[config.mk]
export PLATFORM = sky130hd
export DESIGN_NAME = refcounted_buffer_pool
export DESIGN_NICKNAME = d
export VERILOG_FILES = /design/src/hw/rtl/rcbp_pkg.sv /design/src/hw/rtl/rcbp_free_stack.sv /design/src/hw/rtl/rcbp_engine.sv /design/src/hw/rtl/refcounted_buffer_pool.sv
export SDC_FILE = /design/constraint.sdc
export NUM_CORES = 2
export LEC_CHECK = 0
export BUFFER_PORTS_ARGS = -buffer_cell sky130_fd_sc_hd__buf_2
export CAP_MARGIN = 20
export CORE_MARGIN = 4
export CORE_UTILIZATION = 40
export CTS_CLUSTER_SIZE = 12
export DETAILED_ROUTE_END_ITERATION = 8
export GPL_TIMING_DRIVEN = 0
export HOLD_SLACK_MARGIN = 0.12
export MAX_ROUTING_LAYER = met4
export SLEW_MARGIN = 20
export SYNTH_ARGS = -nofsm -noshare
export SYNTH_HDL_FRONTEND = slang
export SYNTH_HIERARCHICAL = 1
export SYNTH_SLANG_ARGS = --single-unit
[constraint.sdc]
create_clock -name clk -period 26.4 [get_ports clk]
set_input_delay 3.96 -clock clk [delete_from_list [all_inputs] [get_ports clk]]
set_output_delay 3.96 -clock clk [all_outputs]
set_load 0.02 [all_outputs]
[src/hw/rtl/rcbp_pkg.sv]
// Shared types and constants for the reference-counted buffer pool.
// Used by rcbp_engine and refcounted_buffer_pool.
package rcbp_pkg;

  localparam int NUM_BUFFERS = 32;

  localparam int REF_W  = 8;
  localparam int SIZE_W = 32;
  localparam int GID_W  = 5;

  localparam logic [REF_W-1:0] REF_MAX = 8'd255;

  localparam logic [1:0] OP_ALLOC   = 2'd0;
  localparam logic [1:0] OP_ADDREF  = 2'd1;
  localparam logic [1:0] OP_RELEASE = 2'd2;

  localparam logic [1:0] ST_OK    = 2'd0;
  localparam logic [1:0] ST_OUT   = 2'd1;
  localparam logic [1:0] ST_BADID = 2'd2;
  localparam logic [1:0] ST_FREED = 2'd3;

  typedef struct packed {
    logic [1:0]        opcode;
    logic [7:0]        buffer_id;
    logic [SIZE_W-1:0] size_needed;
  } in_t;

  typedef struct packed {
    logic [1:0]        status;
    logic [GID_W-1:0]  granted_id;
    logic              resized;
    logic [SIZE_W-1:0] granted_size;
  } out_t;

endpackage

[src/hw/rtl/rcbp_free_stack.sv]
// LIFO stack of freed buffer ids with its fill count.
// Depends on nothing beyond its parameter; instantiated by rcbp_engine.
module rcbp_free_stack #(
  parameter int NUM_BUFFERS = 32
) (
  input  logic                                   clk,
  input  logic                                   rst_n,
  input  logic                                   push,
  input  logic [((NUM_BUFFERS > 1) ? $clog2(NUM_BUFFERS) : 1)-1:0] push_id,
  input  logic                                   pop,
  output logic [((NUM_BUFFERS > 1) ? $clog2(NUM_BUFFERS) : 1)-1:0] top_id,
  output logic                                   empty,
  output logic                                   full
);

  localparam int IdW  = (NUM_BUFFERS > 1) ? $clog2(NUM_BUFFERS) : 1;
  localparam int CntW = $clog2(NUM_BUFFERS + 1);

  logic [IdW-1:0]  stack_r [NUM_BUFFERS];
  logic [CntW-1:0] depth_r;
  logic [CntW-1:0] depth_nxt;
  logic [CntW-1:0] top_idx;

  assign empty   = (depth_r == '0);
  assign full    = (depth_r == CntW'(NUM_BUFFERS));
  assign top_idx = depth_r - 1'b1;
  assign top_id  = stack_r[top_idx[IdW-1:0]];

  always_comb begin
    depth_nxt = depth_r;
    if (pop && !empty) begin
      depth_nxt = depth_r - 1'b1;
    end else if (push && !full) begin
      depth_nxt = depth_r + 1'b1;
    end
  end

  always_ff @(posedge clk) begin
    if (!rst_n) begin
      depth_r <= '0;
    end else begin
      depth_r <= depth_nxt;
    end
  end

  always_ff @(posedge clk) begin
    if (push && !pop && !full) begin
      stack_r[depth_r[IdW-1:0]] <= push_id;
    end
  end

  a_depth_bounded: assert property (@(posedge clk) disable iff (!rst_n)
    depth_r <= CntW'(NUM_BUFFERS))
    else $error("free stack depth beyond pool size");

endmodule

[src/hw/rtl/rcbp_engine.sv]
// Decision logic and tables for one pool request: reference counts, sizes, creation count.
// Depends on rcbp_pkg and instantiates rcbp_free_stack.
module rcbp_engine (
  input  logic          clk,
  input  logic          rst_n,
  input  logic          req_valid,
  input  rcbp_pkg::in_t req,
  output rcbp_pkg::out_t res
);

  localparam int NUM_BUFFERS = rcbp_pkg::NUM_BUFFERS;
  localparam int IdW  = (NUM_BUFFERS > 1) ? $clog2(NUM_BUFFERS) : 1;
  localparam int CntW = $clog2(NUM_BUFFERS + 1);
  localparam int CmpW = (CntW > 8) ? CntW : 8;

  logic [rcbp_pkg::REF_W-1:0]  counts_r [NUM_BUFFERS];
  logic [rcbp_pkg::SIZE_W-1:0] sizes_r  [NUM_BUFFERS];
  logic [CntW-1:0]             created_r;
  logic [CntW-1:0]             created_nxt;

  logic                        stk_push;
  logic                        stk_pop;
  logic [IdW-1:0]              stk_top;
  logic                        stk_empty;
  logic                        stk_full;

  logic [IdW-1:0]              id_idx;
  logic                        id_ok;
  logic                        pool_full;
  logic [rcbp_pkg::REF_W-1:0]  cnt_rd;
  logic [rcbp_pkg::SIZE_W-1:0] size_old;
  logic [IdW-1:0]              slot;
  logic                        alloc_ok;
  logic [rcbp_pkg::SIZE_W-1:0] gsize;
  logic                        cnt_we;
  logic [IdW-1:0]              cnt_waddr;
  logic [rcbp_pkg::REF_W-1:0]  cnt_wdata;
  logic                        size_we;

  rcbp_free_stack #(
    .NUM_BUFFERS(NUM_BUFFERS)
  ) u_free_stack (
    .clk    (clk),
    .rst_n  (rst_n),
    .push   (stk_push),
    .push_id(id_idx),
    .pop    (stk_pop),
    .top_id (stk_top),
    .empty  (stk_empty),
    .full   (stk_full)
  );

  assign id_idx    = req.buffer_id[IdW-1:0];
  assign id_ok     = (CmpW'(req.buffer_id) < CmpW'(created_r));
  assign pool_full = (created_r == CntW'(NUM_BUFFERS));
  assign cnt_rd    = counts_r[id_idx];
  assign size_old  = sizes_r[stk_top];

  always_comb begin
    res         = '0;
    stk_push    = 1'b0;
    stk_pop     = 1'b0;
    slot        = '0;
    alloc_ok    = 1'b0;
    gsize       = req.size_needed;
    cnt_we      = 1'b0;
    cnt_waddr   = id_idx;
    cnt_wdata   = cnt_rd;
    size_we     = 1'b0;
    created_nxt = created_r;
    if (req_valid) begin
      unique case (req.opcode) inside
        rcbp_pkg::OP_ALLOC: begin
          if (!stk_empty) begin
            slot     = stk_top;
            stk_pop  = 1'b1;
            alloc_ok = 1'b1;
            if (size_old < req.size_needed) begin
              size_we     = 1'b1;
              res.resized = 1'b1;
            end else begin
              gsize = size_old;
            end
          end else if (!pool_full) begin
            slot        = created_r[IdW-1:0];
            created_nxt = created_r + 1'b1;
            size_we     = 1'b1;
            alloc_ok    = 1'b1;
          end else begin
            res.status = rcbp_pkg::ST_OUT;
          end
          if (alloc_ok) begin
            cnt_we           = 1'b1;
            cnt_waddr        = slot;
            cnt_wdata        = rcbp_pkg::REF_W'(1);
            res.granted_id   = rcbp_pkg::GID_W'(slot);
            res.granted_size = gsize;
          end
        end
        rcbp_pkg::OP_ADDREF, rcbp_pkg::OP_RELEASE: begin
          if (!id_ok) begin
            res.status = rcbp_pkg::ST_BADID;
          end else if (req.opcode == rcbp_pkg::OP_ADDREF) begin
            if (cnt_rd != rcbp_pkg::REF_MAX) begin
              cnt_we    = 1'b1;
              cnt_wdata = cnt_rd + 1'b1;
            end
          end else if (cnt_rd == '0) begin
            res.status = rcbp_pkg::ST_FREED;
          end else begin
            cnt_we    = 1'b1;
            cnt_wdata = cnt_rd - 1'b1;
            if (cnt_rd == rcbp_pkg::REF_W'(1) && !stk_full) begin
              stk_push = 1'b1;
            end
          end
        end
        default: begin
        end
      endcase
    end
  end

  always_ff @(posedge clk) begin
    if (!rst_n) begin
      created_r <= '0;
    end else begin
      created_r <= created_nxt;
    end
  end

  always_ff @(posedge clk) begin
    if (cnt_we) begin
      counts_r[cnt_waddr] <= cnt_wdata;
    end
    if (size_we) begin
      sizes_r[slot] <= req.size_needed;
    end
  end

  a_no_push_with_pop: assert property (@(posedge clk) disable iff (!rst_n)
    !(stk_push && stk_pop))
    else $error("free stack pushed and popped in one cycle");

  a_create_only_when_empty: assert property (@(posedge clk) disable iff (!rst_n)
    !(req_valid && req.opcode == rcbp_pkg::OP_ALLOC && stk_empty)
    |=> created_r == $past(created_r))
    else $error("buffer created while a freed id was available");

  a_out_only_when_exhausted: assert property (@(posedge clk) disable iff (!rst_n)
    (req_valid && res.status == rcbp_pkg::ST_OUT) |-> (pool_full && stk_empty))
    else $error("out of buffers reported with buffers available");

endmodule

[src/hw/rtl/refcounted_buffer_pool.sv]
// Top level of the reference-counted buffer pool: request register, result register.
// Depends on rcbp_pkg and instantiates rcbp_engine.
// A request taken at one edge goes through the request register (req_r) and then the result
// register (out_r) to out_res, where it shows with out_valid high and is taken by the receiver.
// Throughput: one request per cycle; the receiver cannot stall, so busy is low after reset.
// Reset: synchronous, active low; busy is high until the first edge after release.
module refcounted_buffer_pool (
  input  logic           clk,
  input  logic           rst_n,
  input  logic           start,
  output logic           busy,
  input  rcbp_pkg::in_t  in_req,
  output logic           out_valid,
  output rcbp_pkg::out_t out_res
);

  rcbp_pkg::in_t  req_r;
  logic           req_valid_r;
  rcbp_pkg::out_t res;
  rcbp_pkg::out_t out_r;
  logic           out_valid_r;
  logic           busy_r;
  logic           accept;

  assign accept    = start && !busy_r;
  assign busy      = busy_r;
  assign out_valid = out_valid_r;
  assign out_res   = out_r;

  rcbp_engine u_engine (
    .clk      (clk),
    .rst_n    (rst_n),
    .req_valid(req_valid_r),
    .req      (req_r),
    .res      (res)
  );

  always_ff @(posedge clk) begin
    if (!rst_n) begin
      busy_r      <= 1'b1;
      req_valid_r <= 1'b0;
      out_valid_r <= 1'b0;
    end else begin
      busy_r      <= 1'b0;
      req_valid_r <= accept;
      out_valid_r <= req_valid_r;
    end
  end

  always_ff @(posedge clk) begin
    if (accept) begin
      req_r <= in_req;
    end
    if (req_valid_r) begin
      out_r <= res;
    end
  end

  a_result_follows_request: assert property (@(posedge clk) disable iff (!rst_n)
    accept |=> ##1 out_valid_r)
    else $error("accepted request produced no result");

endmodule
Word level (Yosys, flattened, before mapping)

Memory sizes are Yosys's and may differ from the RTL's. A register that Yosys moved wholly into a read port is not among the register bits.
Cells that the tools add are included.

$lt $le $gt $ge: 2
Add/sub/neg operators: 5
Bitwise gates (word level): 2
Eq/ne operators: 6
Reductions and logical operators: 18
Muxes and demuxes: 56

Operators by type and width:

| kind                | number |
|---|---|
| $mux 32             | 2 |
| $mux 8              | 6 |
| $mux 5              | 8 |
| $lt 32x32->1        | 1 |
| $mux 1              | 31 |
| $pmux 8 s2          | 1 |
| $add 6x1->6 const B | 2 |
| $eq 6x6->1 const B  | 2 |
| $mux 6              | 2 |
| $add 8x1->8 const B | 1 |
| $eq 8x1->1 const B  | 1 |
| $logic_not 8->1     | 1 |
| $lt 8x6->1          | 1 |
| $mux 2              | 4 |
| $ne 8x8->1 const B  | 1 |
| $sub 8x1->8 const B | 1 |
| $logic_and 1x1->1   | 6 |
| $logic_not 6->1     | 1 |
| $sub 6x1->6 const B | 1 |
| $logic_not 1->1     | 4 |
| $pmux 2 s2          | 1 |
| $reduce_and 4->1    | 1 |
| $reduce_or 2->1     | 2 |
| $eq 2x1->1 const B  | 1 |
| 6 further kinds     | 7 |

Input bits: 45
Memory bits (writable): 1440
Memories: 3
Output and inout port bits: 42
Flip-flop bits (word level): 97

Memory list:

| memory                        | depth | bits a word | read ports | clocked after memory_dff | write ports | RTL line              | source |
|---|---|---|---|---|---|---|---|
| u_engine.sizes_r              | 32    | 32          | 1          | 0                        | 1           | rcbp_engine.sv:17     | `logic [rcbp_pkg::SIZE_W-1:0] sizes_r [NUM_BUFFERS];` |
| u_engine.counts_r             | 32    | 8           | 1          | 1                        | 1           | rcbp_engine.sv:16     | `logic [rcbp_pkg::REF_W-1:0] counts_r [NUM_BUFFERS];` |
| u_engine.u_free_stack.stack_r | 32    | 5           | 1          | 0                        | 1           | rcbp_free_stack.sv:19 | `logic [IdW-1:0] stack_r [NUM_BUFFERS];` |

Logic depth before layout (Yosys ltp)

Depth in word-level cells: 13
Mapped depth: 30

Cells and area by module

The synthesis kept the hierarchy.

By module, submodules not included:

| module                 | times used | cells an instance | seq. area each (um^2) | area an instance (um^2) |
|---|---|---|---|---|
| rcbp_engine            | 1          | 2461              | 38557.0               | 52031.2 |
| rcbp_free_stack        | 1          | 368               | 4924.7                | 6876.6 |
| refcounted_buffer_pool | 1          | 89                | 2522.4                | 2547.4 |

Worst setup path before layout

No wires, ideal clock.

Path kind: flip-flop to flip-flop
From: reg u_engine.u_free_stack.depth_r[0]
To: mem u_engine/sizes_r[12][0] in the netlist's numbering, enable pin
Path buffers: 11
Data required time: 25.939 ns
Path slack: 16.947 ns
Cell stages (with the launch flop): 30
Data arrival time: 8.992 ns
Cells stage by stage: dfxtp_1 > buf_6 > buf_4 > inv_2 > buf_6 > ha_1 > clkbuf_1 > clkbuf_1 > mux4_1 > nand2_1 > a32o_1 > nor2_1 > buf_2 > buf_2 > buf_2 > buf_1 > mux4_2 > mux4_2 > mux2_2 > ha_1 > a21o_1 > a21o_1 > a21o_1 > a21o_1 > a211o_1 > o31ai_2 > a21oi_1 > buf_2 > clkbuf_1 > nor3_1

Longest elaborated chain between the ends: 10
Elaborated cells between the ends (all ways): 14
Classes of those cells: add/sub (1); order compare (1); mux (9); reduce/logical (1); memory (2)

RTL lines:

| item                         | RTL line              | source |
|---|---|---|
| from (decl)                  | rcbp_free_stack.sv:20 | `logic [CntW-1:0] depth_r;` |
| from (signal assigned)       | rcbp_free_stack.sv:42 | `depth_r <= depth_nxt;` |
| $sub 6x1->6 (*)              | n/a                   |  |
| $mem_v2 32x5 (*)             | n/a                   |  |
| via u_engine.stk_top[0]      | rcbp_engine.sv:23     | `logic [IdW-1:0] stk_top;` |
| $mem_v2 32x32                | n/a                   |  |
| $lt 32x32->1                 | rcbp_engine.sv:78     | `if (size_old < req.size_needed) begin` |
| $mux 1                       | rcbp_engine.sv:78     |  |
| $mux 1                       | rcbp_engine.sv:74     | `if (!stk_empty) begin` |
| $mux 1                       | rcbp_engine.sv:72     | `unique case (req.opcode) inside` |
| $mux 1                       | rcbp_engine.sv:71     | `if (req_valid) begin` |
| $mux 1                       | rcbp_engine.sv:136    | `if (size_we) begin` |
| $mux 1 (not written as such) | rcbp_engine.sv:137    | `sizes_r[slot] <= req.size_needed;` |
| to (decl)                    | rcbp_engine.sv:17     |  |

Mark *: on every way through the listed nets, which the timed path passes. The rest lies on a longest branch.

Worst setup path in the final report

From: reg u_engine.u_free_stack.depth_r[0]
To: mem u_engine/sizes_r[22][30] in the netlist's numbering, enable pin

The elaborated chain is that of the path after synthesis.

==> results.md <==
* Run status: completed
* Register area at roughly 46,000 sq um
* Final Wtd Congestion at between 0.9 and 1
* Largest net degree at the start of global routing at 35
* Final Max Slew Viols at 0
* Setup_tns at 0 ps
* Fin nets at 3,463
* Hold Crit Depth at 2
* Fin crit share at 43.2%
* Clk pwr share at 43.0%
* I/O pins at 87
* Critical path depth at 31
* RSZ-0062 raised after global routing: false
* Power Density at 68.7 nW/um^2
* Drc violations at 0
* Global-route wire length before repair at between 200 and 250 mm
* Number of synthesized register bits at 1,537
* Placed cell count at 5,220
* Clk slew on worst S/H paths at 60 ps
* Synth-to-Final Area Change at 16.2%
* Xor-xnor portion of the synthesized cell area at 0.183%
* Gr ovfl total at 0
* Placed Area at 66,300 sq um
* Post-synthesis mux area share at 17.1%
* Post-Route Utilization at between 40% and 50%
* Internal power at 3.90 mW
* Post-route design area at 71,400 sq um
* Post-Syn Area per Cell at around 21 sq um
* Synth area leader: edfxtp_1
* Worst Setup Path Type: flip-flop to flip-flop
* Clk buf depth at 3
* Post-DP HPWL at approximately 110 mm
* Worst setup margin at approximately 15,000 ps
* R2r worst-path depth at 31
* Die area at 160,000 sq um
* Cell variety after synth at between 80 and 90
* WP buf/inv at 14
* Avg WL per Cell at 28.6 um
* Cts bufs inserted at 160
* Sink Count at roughly 1,500
* Final hold violations at 0
* Vias in the first global route at 31,269
* Compound-Gate Fraction of Synth Area at between 2 and 2.5%
* Mapped cell area at 61,500 sq um
* Gate power share at 1.9%
* WP data required at 26,860 ps
* Power Total at approximately 4.9 mW
* # rows at 143
* Net Sw Frac at 20.5%
* Clk_lat worst skew at 790 ps
* Fin cells at around 5,500
* Starting Density at between 40% and 50%
* Fin crit period at 11,410 ps
* Net Switching at 1.00 mW
* Max Cap Viol at 0
* Core footprint at 152,000 sq um
* Worst hold slack at 563 ps
* H-tree depth at 4
* Setup violation total in the final timing report at 0
* Setup bufs post-CTS at 0
* Worst setup SP type: flip-flop
* DR vias/cell at 5.68
* Crit-path max FO at 12
* Synthesized-area fraction occupied by adder cells at 1.02%
* Fmax at around 88 MHz
* Actual transition at the worst max-transition pin at 1180 ps
* Area of the multi-input gates at 14,700 sq um
* Aggregate routed wire length at about 160 mm
* Ys Warns at 6
* Synth top cells by count: 1,522 x edfxtp_1, 370 x mux4_2, 136 x nor2_1
* CTS root buffer: clkbuf_16
* Most common cell in the netlist: edfxtp_1
* Final ANT Viol Nets at 0
* Max IR drop VDD at 70.7 uV
* Fin Clk Skew at 40.0 ps
* CP max stage cell: a2111oi_1
* Die height at 400 um
* Pre-CTS setup slack at 15,040 ps
* Worst slew margin at 21.4%
* Overall die width at 400 um
* # hold bufs at CTS at 0
* Sequential share of the synthesized area at between 70% and 80%
* Simple-gate share of the synthesized area at under 10%
* Starting DRT DRC Count at 3,697
* Initial antenna violation count at 6
* PortBufs at 86
* HP Class: flip-flop to flip-flop
* Lkg Pwr at 23.3 nW
* Synthesized instance count at 2,918
* Share of cells above drive strength 1 at around 30%
* CTS tree: yes
* Synth async-reset ratio at 0%
* PostCTS Resize Cnt at 0
* Top cells by area, synth: edfxtp_1 74%, mux4_2 14%, mux2i_1 2.0%, ha_1 1.0%, nor2_1 0.83%
* Number of synthesized flops with an enable pin at approximately 1,500
* GRT Overall Usage at between 20% and 30%
* Cell family with most CP delay: buffers and inverters
* Critical Path Max Stage Delay at 840 ps
* Fillers at 12,561
* Largest family of logic cells by synthesized area: multiplexers
* DR pass1 iterations at 6
* Top-area cell type share of the netlist area at 74.4%
* Ys flop type: edfxtp_1
* Cell mode on critical path: clkbuf_1
* Crit path DAT at ~12,000 ps
* Worst Setup End Kind: flip-flop
* Syn_nets at roughly 3,000
* DR vias at 31,359
* Share of power burned in registers at between 50% and 60%
## layer usage
| layer | vias to the layer above | GRT usage, % | part of all wire [%] |
|---|---|---|---|
| met1 | 16663 | 28.5 | 43 |
| met2 | 1376 | 31.3 | 47 |
| li1 | 13070 | - | - |
| met3 | 250 | 3.80 | 7.9 |
| met4 | 0 | 5.52 | 2.3 |
| met5 | - | - | 0 |
## cells in the final DEF (no fill, tap or decap), types with 7 or more instances in the layout
master	netlist	routed
clkbuf_16	0	161
nand3_2	7	7
buf_1	17	8
mux4_1	19	19
inv_1	58	58
o22ai_1	8	7
ha_1	50	50
buf_8	1	20
clkinv_1	0	33
buf_12	5	7
a22o_1	8	7
dfxtp_1	15	14
nand3_1	32	32
o21ai_0	16	16
nand2_1	81	81
clkinv_2	0	11
a32o_1	7	7
and2_1	13	13
buf_4	10	169
nand2b_1	10	10
clkbuf_1	57	103
buf_2	37	129
nor2_1	136	135
nor3_1	42	10
a21o_1	12	12
a22oi_1	23	23
clkbuf_2	0	8
nand4_1	9	9
nor2b_1	11	10
mux2i_1	120	120
mux4_2	370	370
buf_6	6	23
nor3_2	0	32
xnor2_1	8	8
edfxtp_1	1522	1522
a21oi_1	42	42
mux2_2	44	44
## worst min-delay path: stages (launching register included)
cell and delay [ps]:
dfxtp_1 340, mux2i_1 130, nor2b_1 50
## flip-flops by register name (all words and copies together) (netlist names)
| register | count |
|---|---|
| busy | 1 |
| out_res | 40 |
| out_valid | 1 |
| req_r | 42 |
| req_valid_r | 1 |
| u_engine/counts_r | 256 |
| u_engine/created_r | 6 |
| u_engine/sizes_r | 1024 |
| u_engine/u_free_stack/depth_r | 6 |
| u_engine/u_free_stack/stack_r | 160 |
## layout make-up
type / instances / area share (%)
sequential: 1537 / 64.5
multi-input combinational: 1188 / 20.6
clock buffer: 215 / 5.97
tap: 2030 / 3.56
timing repair buffer: 288 / 3.19
buffer: 134 / 1.05
clock inverter: 63 / 0.831
inverter: 59 / 0.310
antenna: 3 / 0.0105
## power by group through the flow
stage	sequential [mW]	combinational, mW	clock (mW)
final	2.70	0.0933	2.11
after global routing	2.70	0.100	2.26
after CTS	2.71	0.0839	2.16
after detailed placement	2.76	0.0835	0
after global placement	2.76	0.0743	0
after floorplan	2.75	0.0436	0
## final timing paths
kind	startpoint	end	slack (ps)
setup / recovery	u_engine/u_free_stack/depth_r[0]	u_engine/sizes_r[22][30]	14990
hold / removal	u_engine/created_r[1]	u_engine/created_r[1]	560
setup reg to reg	u_engine/u_free_stack/depth_r[0]	u_engine/sizes_r[22][30]	14990
hold reg to reg	u_engine/created_r[1]	u_engine/created_r[1]	560
## kinds of logic (layout without fill, tap and decap cells)
family / count (synthesis) / in the layout
XOR/XNOR: 12 / 12
other: 0 / 3
buffers and inverters: 193 / 759
adder cells (fa/ha/maj): 50 / 50
flip-flops: 1537 / 1537
multiplexers: 553 / 553
AO/OA/AOI/OAI: 185 / 185
AND/OR/NAND/NOR: 388 / 388
Note: power is estimated with default switching activity, not from simulation.
